**config.mk**
```make
export PLATFORM = sky130hd
export DESIGN_NAME = lenient_base64_stream_decoder
export DESIGN_NICKNAME = d
export VERILOG_FILES = /design/src/rtl/lb64_pkg.sv /design/src/rtl/lb64_front.sv /design/src/rtl/lb64_fifo.sv /design/src/rtl/lb64_back.sv /design/src/rtl/lenient_base64_stream_decoder.sv
export SDC_FILE = /design/constraint.sdc
export NUM_CORES = 1
export LEC_CHECK = 0
export ABC_AREA = 1
export BUFFER_PORTS_ARGS = -buffer_cell sky130_fd_sc_hd__clkbuf_2
export CORE_UTILIZATION = 56
export DETAILED_ROUTE_END_ITERATION = 12
export PLACE_DENSITY_LB_ADDON = 0.15
export SYNTH_ARGS = -nofsm -noshare
export SYNTH_HDL_FRONTEND = slang
export SYNTH_SLANG_ARGS = --single-unit
```
**constraint.sdc**
```tcl
create_clock -name clk -period 5.5 [get_ports clk]
set_input_delay 0.55 -clock clk [delete_from_list [all_inputs] [get_ports clk]]
set_output_delay 0.55 -clock clk [all_outputs]
set_load 0.005 [all_outputs]
```
**src/rtl/lb64_pkg.sv**
```systemverilog
`default_nettype none
package lb64_pkg;

  localparam int FIFO_DEPTH = 4;
  localparam logic [15:0] LIMIT_RESET = 16'hFFFF;

  typedef struct packed {
    logic [23:0] triple;
    logic [15:0] base_idx;
    logic [1:0]  nbytes;
  } group_t;

endpackage
`default_nettype wire

```
**src/rtl/lb64_front.sv**
```systemverilog
`default_nettype none
module lb64_front (
  input  wire logic              clk,
  input  wire logic              rst_n,
  input  wire logic              cfg_we,
  input  wire logic [15:0]       cfg_wdata,
  input  wire logic              acc_en,
  input  wire logic [7:0]        char_code,
  input  wire logic              end_of_message,
  output logic                   push,
  output lb64_pkg::group_t       push_data
);

  localparam logic [7:0] CHAR_UP_A  = 8'h41;
  localparam logic [7:0] CHAR_UP_Z  = 8'h5A;
  localparam logic [7:0] CHAR_LO_A  = 8'h61;
  localparam logic [7:0] CHAR_LO_Z  = 8'h7A;
  localparam logic [7:0] CHAR_D0    = 8'h30;
  localparam logic [7:0] CHAR_D9    = 8'h39;
  localparam logic [7:0] CHAR_PLUS  = 8'h2B;
  localparam logic [7:0] CHAR_SLASH = 8'h2F;
  localparam logic [7:0] CHAR_PAD   = 8'h3D;
  localparam logic [5:0] OFS_LOWER  = 6'd26;
  localparam logic [5:0] OFS_DIGIT  = 6'd52;
  localparam logic [5:0] VAL_PLUS   = 6'd62;
  localparam logic [5:0] VAL_SLASH  = 6'd63;

  typedef struct packed {
    logic       skip;
    logic       pad;
    logic [5:0] val;
  } sextet_t;

  function automatic sextet_t classify(input logic [7:0] c);
    sextet_t s;
    s = '{skip: 1'b0, pad: 1'b0, val: 6'd0};
    if (c >= CHAR_UP_A && c <= CHAR_UP_Z) begin
      s.val = 6'(c - CHAR_UP_A);
    end else if (c >= CHAR_LO_A && c <= CHAR_LO_Z) begin
      s.val = 6'(c - CHAR_LO_A) + OFS_LOWER;
    end else if (c >= CHAR_D0 && c <= CHAR_D9) begin
      s.val = 6'(c - CHAR_D0) + OFS_DIGIT;
    end else if (c == CHAR_PLUS) begin
      s.val = VAL_PLUS;
    end else if (c == CHAR_SLASH) begin
      s.val = VAL_SLASH;
    end else if (c == CHAR_PAD) begin
      s.pad = 1'b1;
    end else begin
      s.skip = 1'b1;
    end
    return s;
  endfunction

  logic [15:0] limit_r;
  logic [17:0] acc_r, acc_nxt;
  logic [1:0]  cnt_r, cnt_nxt;
  logic [2:0]  pad_r, pad_nxt;
  logic [15:0] ocnt_r, ocnt_nxt;

  sextet_t     cls;
  logic [2:0]  pad_new;
  logic [1:0]  nb;
  logic [15:0] rem;
  logic [1:0]  nout;
  logic        complete;

  always_comb begin
    cls      = classify(char_code);
    pad_new  = (cls.pad && pad_r != 3'd7) ? pad_r + 3'd1 : pad_r;
    case (pad_new)
      3'd0:    nb = 2'd3;
      3'd1:    nb = 2'd2;
      default: nb = 2'd1;
    endcase
    rem      = limit_r - ocnt_r;
    if (ocnt_r >= limit_r) begin
      nout = 2'd0;
    end else if (rem < {14'd0, nb}) begin
      nout = rem[1:0];
    end else begin
      nout = nb;
    end
    complete = acc_en && !cls.skip && cnt_r == 2'd3;

    push               = complete && nout != 2'd0;
    push_data.triple   = {acc_r, cls.val};
    push_data.base_idx = ocnt_r;
    push_data.nbytes   = nout;

    acc_nxt  = acc_r;
    cnt_nxt  = cnt_r;
    pad_nxt  = pad_r;
    ocnt_nxt = ocnt_r;
    if (acc_en && !cls.skip) begin
      if (cnt_r != 2'd3) begin
        acc_nxt = {acc_r[11:0], cls.val};
        cnt_nxt = cnt_r + 2'd1;
        pad_nxt = pad_new;
      end else begin
        acc_nxt  = '0;
        cnt_nxt  = '0;
        pad_nxt  = '0;
        ocnt_nxt = ocnt_r + {14'd0, nout};
      end
    end
    if (acc_en && end_of_message) begin
      acc_nxt  = '0;
      cnt_nxt  = '0;
      pad_nxt  = '0;
      ocnt_nxt = '0;
    end
  end

  always_ff @(posedge clk) begin
    if (!rst_n) begin
      limit_r <= lb64_pkg::LIMIT_RESET;
      acc_r   <= '0;
      cnt_r   <= '0;
      pad_r   <= '0;
      ocnt_r  <= '0;
    end else begin
      if (cfg_we) begin
        limit_r <= cfg_wdata;
      end
      acc_r  <= acc_nxt;
      cnt_r  <= cnt_nxt;
      pad_r  <= pad_nxt;
      ocnt_r <= ocnt_nxt;
    end
  end

endmodule
`default_nettype wire

```
**src/rtl/lb64_fifo.sv**
```systemverilog
`default_nettype none
module lb64_fifo #(
  parameter int DEPTH = lb64_pkg::FIFO_DEPTH
) (
  input  wire logic              clk,
  input  wire logic              rst_n,
  input  wire logic              push,
  input  wire lb64_pkg::group_t  wdata,
  output logic                   full,
  input  wire logic              pop,
  output lb64_pkg::group_t       rdata,
  output logic                   not_empty
);

  localparam int PW = (DEPTH > 1) ? $clog2(DEPTH) : 1;
  localparam int CW = $clog2(DEPTH + 1);
  localparam logic [PW-1:0] PTR_LAST = PW'(DEPTH - 1);
  localparam logic [CW-1:0] CNT_FULL = CW'(DEPTH);

  lb64_pkg::group_t mem_r [DEPTH];
  logic [PW-1:0] wptr_r, rptr_r;
  logic [CW-1:0] cnt_r;

  assign full      = cnt_r == CNT_FULL;
  assign not_empty = cnt_r != '0;
  assign rdata     = mem_r[rptr_r];

  always_ff @(posedge clk) begin
    if (push) begin
      mem_r[wptr_r] <= wdata;
    end
  end

  always_ff @(posedge clk) begin
    if (!rst_n) begin
      wptr_r <= '0;
      rptr_r <= '0;
      cnt_r  <= '0;
    end else begin
      if (push) begin
        wptr_r <= (wptr_r == PTR_LAST) ? '0 : wptr_r + PW'(1);
      end
      if (pop) begin
        rptr_r <= (rptr_r == PTR_LAST) ? '0 : rptr_r + PW'(1);
      end
      if (push && !pop) begin
        cnt_r <= cnt_r + CW'(1);
      end else if (pop && !push) begin
        cnt_r <= cnt_r - CW'(1);
      end
    end
  end

endmodule
`default_nettype wire

```
**src/rtl/lb64_back.sv**
```systemverilog
`default_nettype none
module lb64_back (
  input  wire logic              clk,
  input  wire logic              rst_n,
  input  wire logic              grp_vld,
  input  wire lb64_pkg::group_t  grp,
  output logic                   pop,
  output logic                   out_tvalid,
  input  wire logic              out_tready,
  output logic [7:0]             data_byte,
  output logic [15:0]            byte_index,
  output logic                   last_of_group
);

  lb64_pkg::group_t cur_r;
  logic             vld_r;
  logic [1:0]       k_r;
  logic             out_acc;

  always_comb begin
    case (k_r)
      2'd0:    data_byte = cur_r.triple[23:16];
      2'd1:    data_byte = cur_r.triple[15:8];
      default: data_byte = cur_r.triple[7:0];
    endcase
    byte_index    = cur_r.base_idx + {14'd0, k_r};
    last_of_group = k_r == cur_r.nbytes - 2'd1;
    out_tvalid    = vld_r;
    out_acc       = vld_r && out_tready;
    pop           = grp_vld && (!vld_r || (out_acc && last_of_group));
  end

  always_ff @(posedge clk) begin
    if (pop) begin
      cur_r <= grp;
    end
  end

  always_ff @(posedge clk) begin
    if (!rst_n) begin
      vld_r <= 1'b0;
      k_r   <= '0;
    end else begin
      if (pop) begin
        vld_r <= 1'b1;
        k_r   <= '0;
      end else if (out_acc && last_of_group) begin
        vld_r <= 1'b0;
        k_r   <= '0;
      end else if (out_acc) begin
        k_r <= k_r + 2'd1;
      end
    end
  end

endmodule
`default_nettype wire

```
**src/rtl/lenient_base64_stream_decoder.sv**
```systemverilog
// A completing character's group is queued, then loaded into the serializer's register
// before its first byte is offered. Throughput: one character per cycle while in_tready
// is high; decoded bytes leave at one per cycle. The group queue between decoder and byte
// serializer absorbs output stalls; in_tready drops only when the queue is full.
// Reset: synchronous, active low; clears group state and queue, output_limit to 65535.
`default_nettype none
module lenient_base64_stream_decoder #(
  parameter int FIFO_DEPTH = lb64_pkg::FIFO_DEPTH
) (
  input  wire logic        clk,
  input  wire logic        rst_n,
  input  wire logic        cfg_we,
  input  wire logic [15:0] cfg_wdata,
  input  wire logic        in_tvalid,
  output logic             in_tready,
  input  wire logic [7:0]  in_tdata,   // [7:0] char_code
  input  wire logic        in_tlast,   // end_of_message
  output logic             out_tvalid,
  input  wire logic        out_tready,
  output logic [23:0]      out_tdata,  // [7:0] data_byte, [23:8] byte_index
  output logic             out_tlast   // last_of_group
);

  logic             acc_en;
  logic             push;
  lb64_pkg::group_t push_data;
  logic             full;
  logic             pop;
  lb64_pkg::group_t head;
  logic             head_vld;
  logic [7:0]       data_byte;
  logic [15:0]      byte_index;

  assign in_tready = !full;
  assign acc_en    = in_tvalid && in_tready;
  assign out_tdata = {byte_index, data_byte};

  lb64_front u_front (
    .clk            (clk),
    .rst_n          (rst_n),
    .cfg_we         (cfg_we),
    .cfg_wdata      (cfg_wdata),
    .acc_en         (acc_en),
    .char_code      (in_tdata),
    .end_of_message (in_tlast),
    .push           (push),
    .push_data      (push_data)
  );

  lb64_fifo #(.DEPTH(FIFO_DEPTH)) u_fifo (
    .clk       (clk),
    .rst_n     (rst_n),
    .push      (push),
    .wdata     (push_data),
    .full      (full),
    .pop       (pop),
    .rdata     (head),
    .not_empty (head_vld)
  );

  lb64_back u_back (
    .clk           (clk),
    .rst_n         (rst_n),
    .grp_vld       (head_vld),
    .grp           (head),
    .pop           (pop),
    .out_tvalid    (out_tvalid),
    .out_tready    (out_tready),
    .data_byte     (data_byte),
    .byte_index    (byte_index),
    .last_of_group (out_tlast)
  );

  a_no_overflow: assert property (@(posedge clk) disable iff (!rst_n)
    push |-> !full) else $error("group queue overflow");

  a_no_underflow: assert property (@(posedge clk) disable iff (!rst_n)
    pop |-> head_vld) else $error("group queue underflow");

  a_group_continues: assert property (@(posedge clk) disable iff (!rst_n)
    (out_tvalid && out_tready && !out_tlast) |=>
      (out_tvalid && byte_index == $past(byte_index) + 16'd1))
    else $error("group ended without last word");

endmodule
`default_nettype wire

```
==> metrics <==
status finished, final reports clean; share of layout cells above drive strength 1 a little under an eighth; Critical Path Source Type input port; EDFF count, synth 210; DIE HEIGHT between 150 and 200 um; Die Wd approximately 150 um; worst path required time slightly below 6 ns; critical path type input port to register; main flop type after synthesis edfxtp_1; ys async rst share 0%; Final min period 4.66 ns; final count of hold timing violations 0; vias in the first global route ~8400; CP most frequent cell inv_1; P_leak 0.00538 uW; clk_skew between 0.01 and 0.015 ns; cts bufs inserted 28; max_cap viols 0; Synth cell types 45; clk_lat worst skew 0.54 ns; final worst-path cycle share between 80% and 90%; WL/cell approximately 17 um; vias per inst between 5 and 6; Port Buf Inserts 56; antenna diode count 0; die area 23100 um^2; mapped cell area 12600 um^2; final WL 27200 um; pwr/cell area ~430 nW/um^2; Sink Count between 200 and 300; postcts setup bufs 0; GP Congestion 0.922; 1st-pass router iterations 5; pre-CTS setup slack 0.363 ns; hpwl dp 17700 um; DRC Markers 0; Initial Util a little under three fifths; clk buf depth 3; Yosys warnings 0; # resized after CTS 0; Max Clk Rate roughly 0.21 GHz; Slew headroom approximately 28%; unrepaired setup endpoints after global routing no; CTS tree yes; boundary pin count 57; detailed-route via count 8940; Avg Inst Size Synth roughly 10 um^2; initial DRC count slightly below 700; Reg clk slew, reported paths about 0.06 ns; post-synthesis sequential area ratio around three fifths; CP max FO 9; Slew Limit Fails 0; Critical Path Slowest Stage Cell ha_1; worst-margin pin slew 1.08 ns; CP endpoint kind register; worst hold-check path type input port to register; P&R area growth vs syn 12.3%; largest net degree at the start of global routing between 80 and 90; first-pass GRT wire length 43800 um; H-tree Lvls 1; Routed Antenna Nets 0; synthesized netlist cell count ~1200; GRT Util Overall a little under a quarter; filler cell count 1750; Site Rows 54; # nets final 1372; TNS Setup 0 ns; clock root buffer clkbuf_16; WP data arrival around 5.1 ns; VDD IR max slightly above 0.0003 V; fin worst setup slack around 0.84 ns; Hold Buf Count CTS 0; syn_nets between 1000 and 1500; Critical Path Max Stage Delay 0.30 ns; Synth Register Bits about 280; GR Overflow Total 0; initial antenna violation count 0; core area around 22000 um^2; Final Setup Violations 0
## worst max-delay path, delay by kind of cell
family | cells | cell delay (ns)
buf+inv | 8 | 0.81
fa+ha+maj | 4 | 0.93
simple gates | 25 | 2.78
## path summary, 6_finish.rpt
path	slack, ns	endpoint	start	cells after the start
setup reg to reg	0.88	u_front.ocnt_r[14]	u_front.ocnt_r[0]	27
hold reg to reg	0.46	u_front.limit_r[10]	u_front.limit_r[10]	2
setup / recovery	0.84	u_front.ocnt_r[14]	in_tdata[2]	37
hold / removal	0.22	u_front.limit_r[9]	cfg_wdata[9]	3
## power by group
| group | switching, uW | internal (uW) |
|---|---|---|
| clock network | 775 | 1140 |
| registers | 175 | 2570 |
| logic | 941 | 464 |
| total | 1890 | 4170 |
## stage by stage
stage	std cells	cell area [um^2]	total power [uW]	hold WS, ns	util, %
CTS	1598	14100	6100	0.204	64.5
detailed placement	1547	13200	4190	0.449	60.2
floorplan	1247	12600	3670	0.433	-
finish	1598	14100	6060	0.222	64.5
global route	1598	14100	6380	0.221	64.5
global placement	1547	13200	4140	0.444	60.2
## cells by family (layout without fill, tap and decap cells)
kind of cell,count (synthesis),after routing,synth area share [%]
simple gates,505,505,17.8
flops,275,275,60.5
compound gates,235,235,10.4
buf+inv,163,234,4.98
fa+ha+maj,45,45,4.72
xor+xnor,24,24,1.67
## per-layer routing
metal | vias to the layer above | wire (um) | track usage [%]
li1 | 4430 | - | -
met1 | 4228 | 12200 | 33.9
met2 | 245 | 12900 | 39.0
met3 | 37 | 1690 | 2.97
met4 | 0 | 433 | 5.24
met5 | - | 0 | 0
## synth_stat cells, types with 13 or more instances
cell type,instances,share of area [%]
a21oi_1,57,2.3
a22oi_1,14,0.84
clkbuf_1,37,1.1
dfxtp_1,65,10
edfxtp_1,210,50
ha_1,41,4.1
inv_1,111,3.3
nand2_1,222,6.6
nand3_1,65,2.6
nor2_1,149,4.4
nor3_1,13,0.52
o21ai_0,108,4.3
o22ai_1,44,2.2
xor2_1,19,1.3
## flip-flops by register name (all words and copies together), names as in the netlist
signal,flops
u_back.k_r,2
u_fifo.mem_r,168
u_front.acc_r,18
u_fifo.cnt_r,3
u_fifo.wptr_r,2
u_front.limit_r,16
u_fifo.rptr_r,2
u_front.cnt_r,2
u_back.cur_r,42
u_front.ocnt_r,16
u_back.out_tvalid,1
u_front.pad_r,3
## placed cells by master, fill, tap and decap left out, drive strengths merged, types with 12 or more instances in the layout
cell | synthesis | layout
a22oi | 14 | 14
edfxtp | 210 | 210
a21oi | 57 | 57
nor2 | 155 | 155
ha | 41 | 41
xor2 | 19 | 19
nand2 | 235 | 235
dfxtp | 65 | 65
nand4 | 12 | 12
clkbuf | 38 | 92
nand3 | 69 | 69
o22ai | 44 | 44
nor3 | 17 | 17
o21ai | 111 | 111
inv | 117 | 118
## cell type report
type	count	area [um^2]	area share (%)
inverter	118	444	3.15
tap	280	350	2.48
clock buffer	36	731	5.17
multi-input combinational	809	4380	31.0
clock inverter	15	210	1.49
sequential	275	7610	53.9
timing repair buffer	65	398	2.82
(Power assumes the default switching activity.)
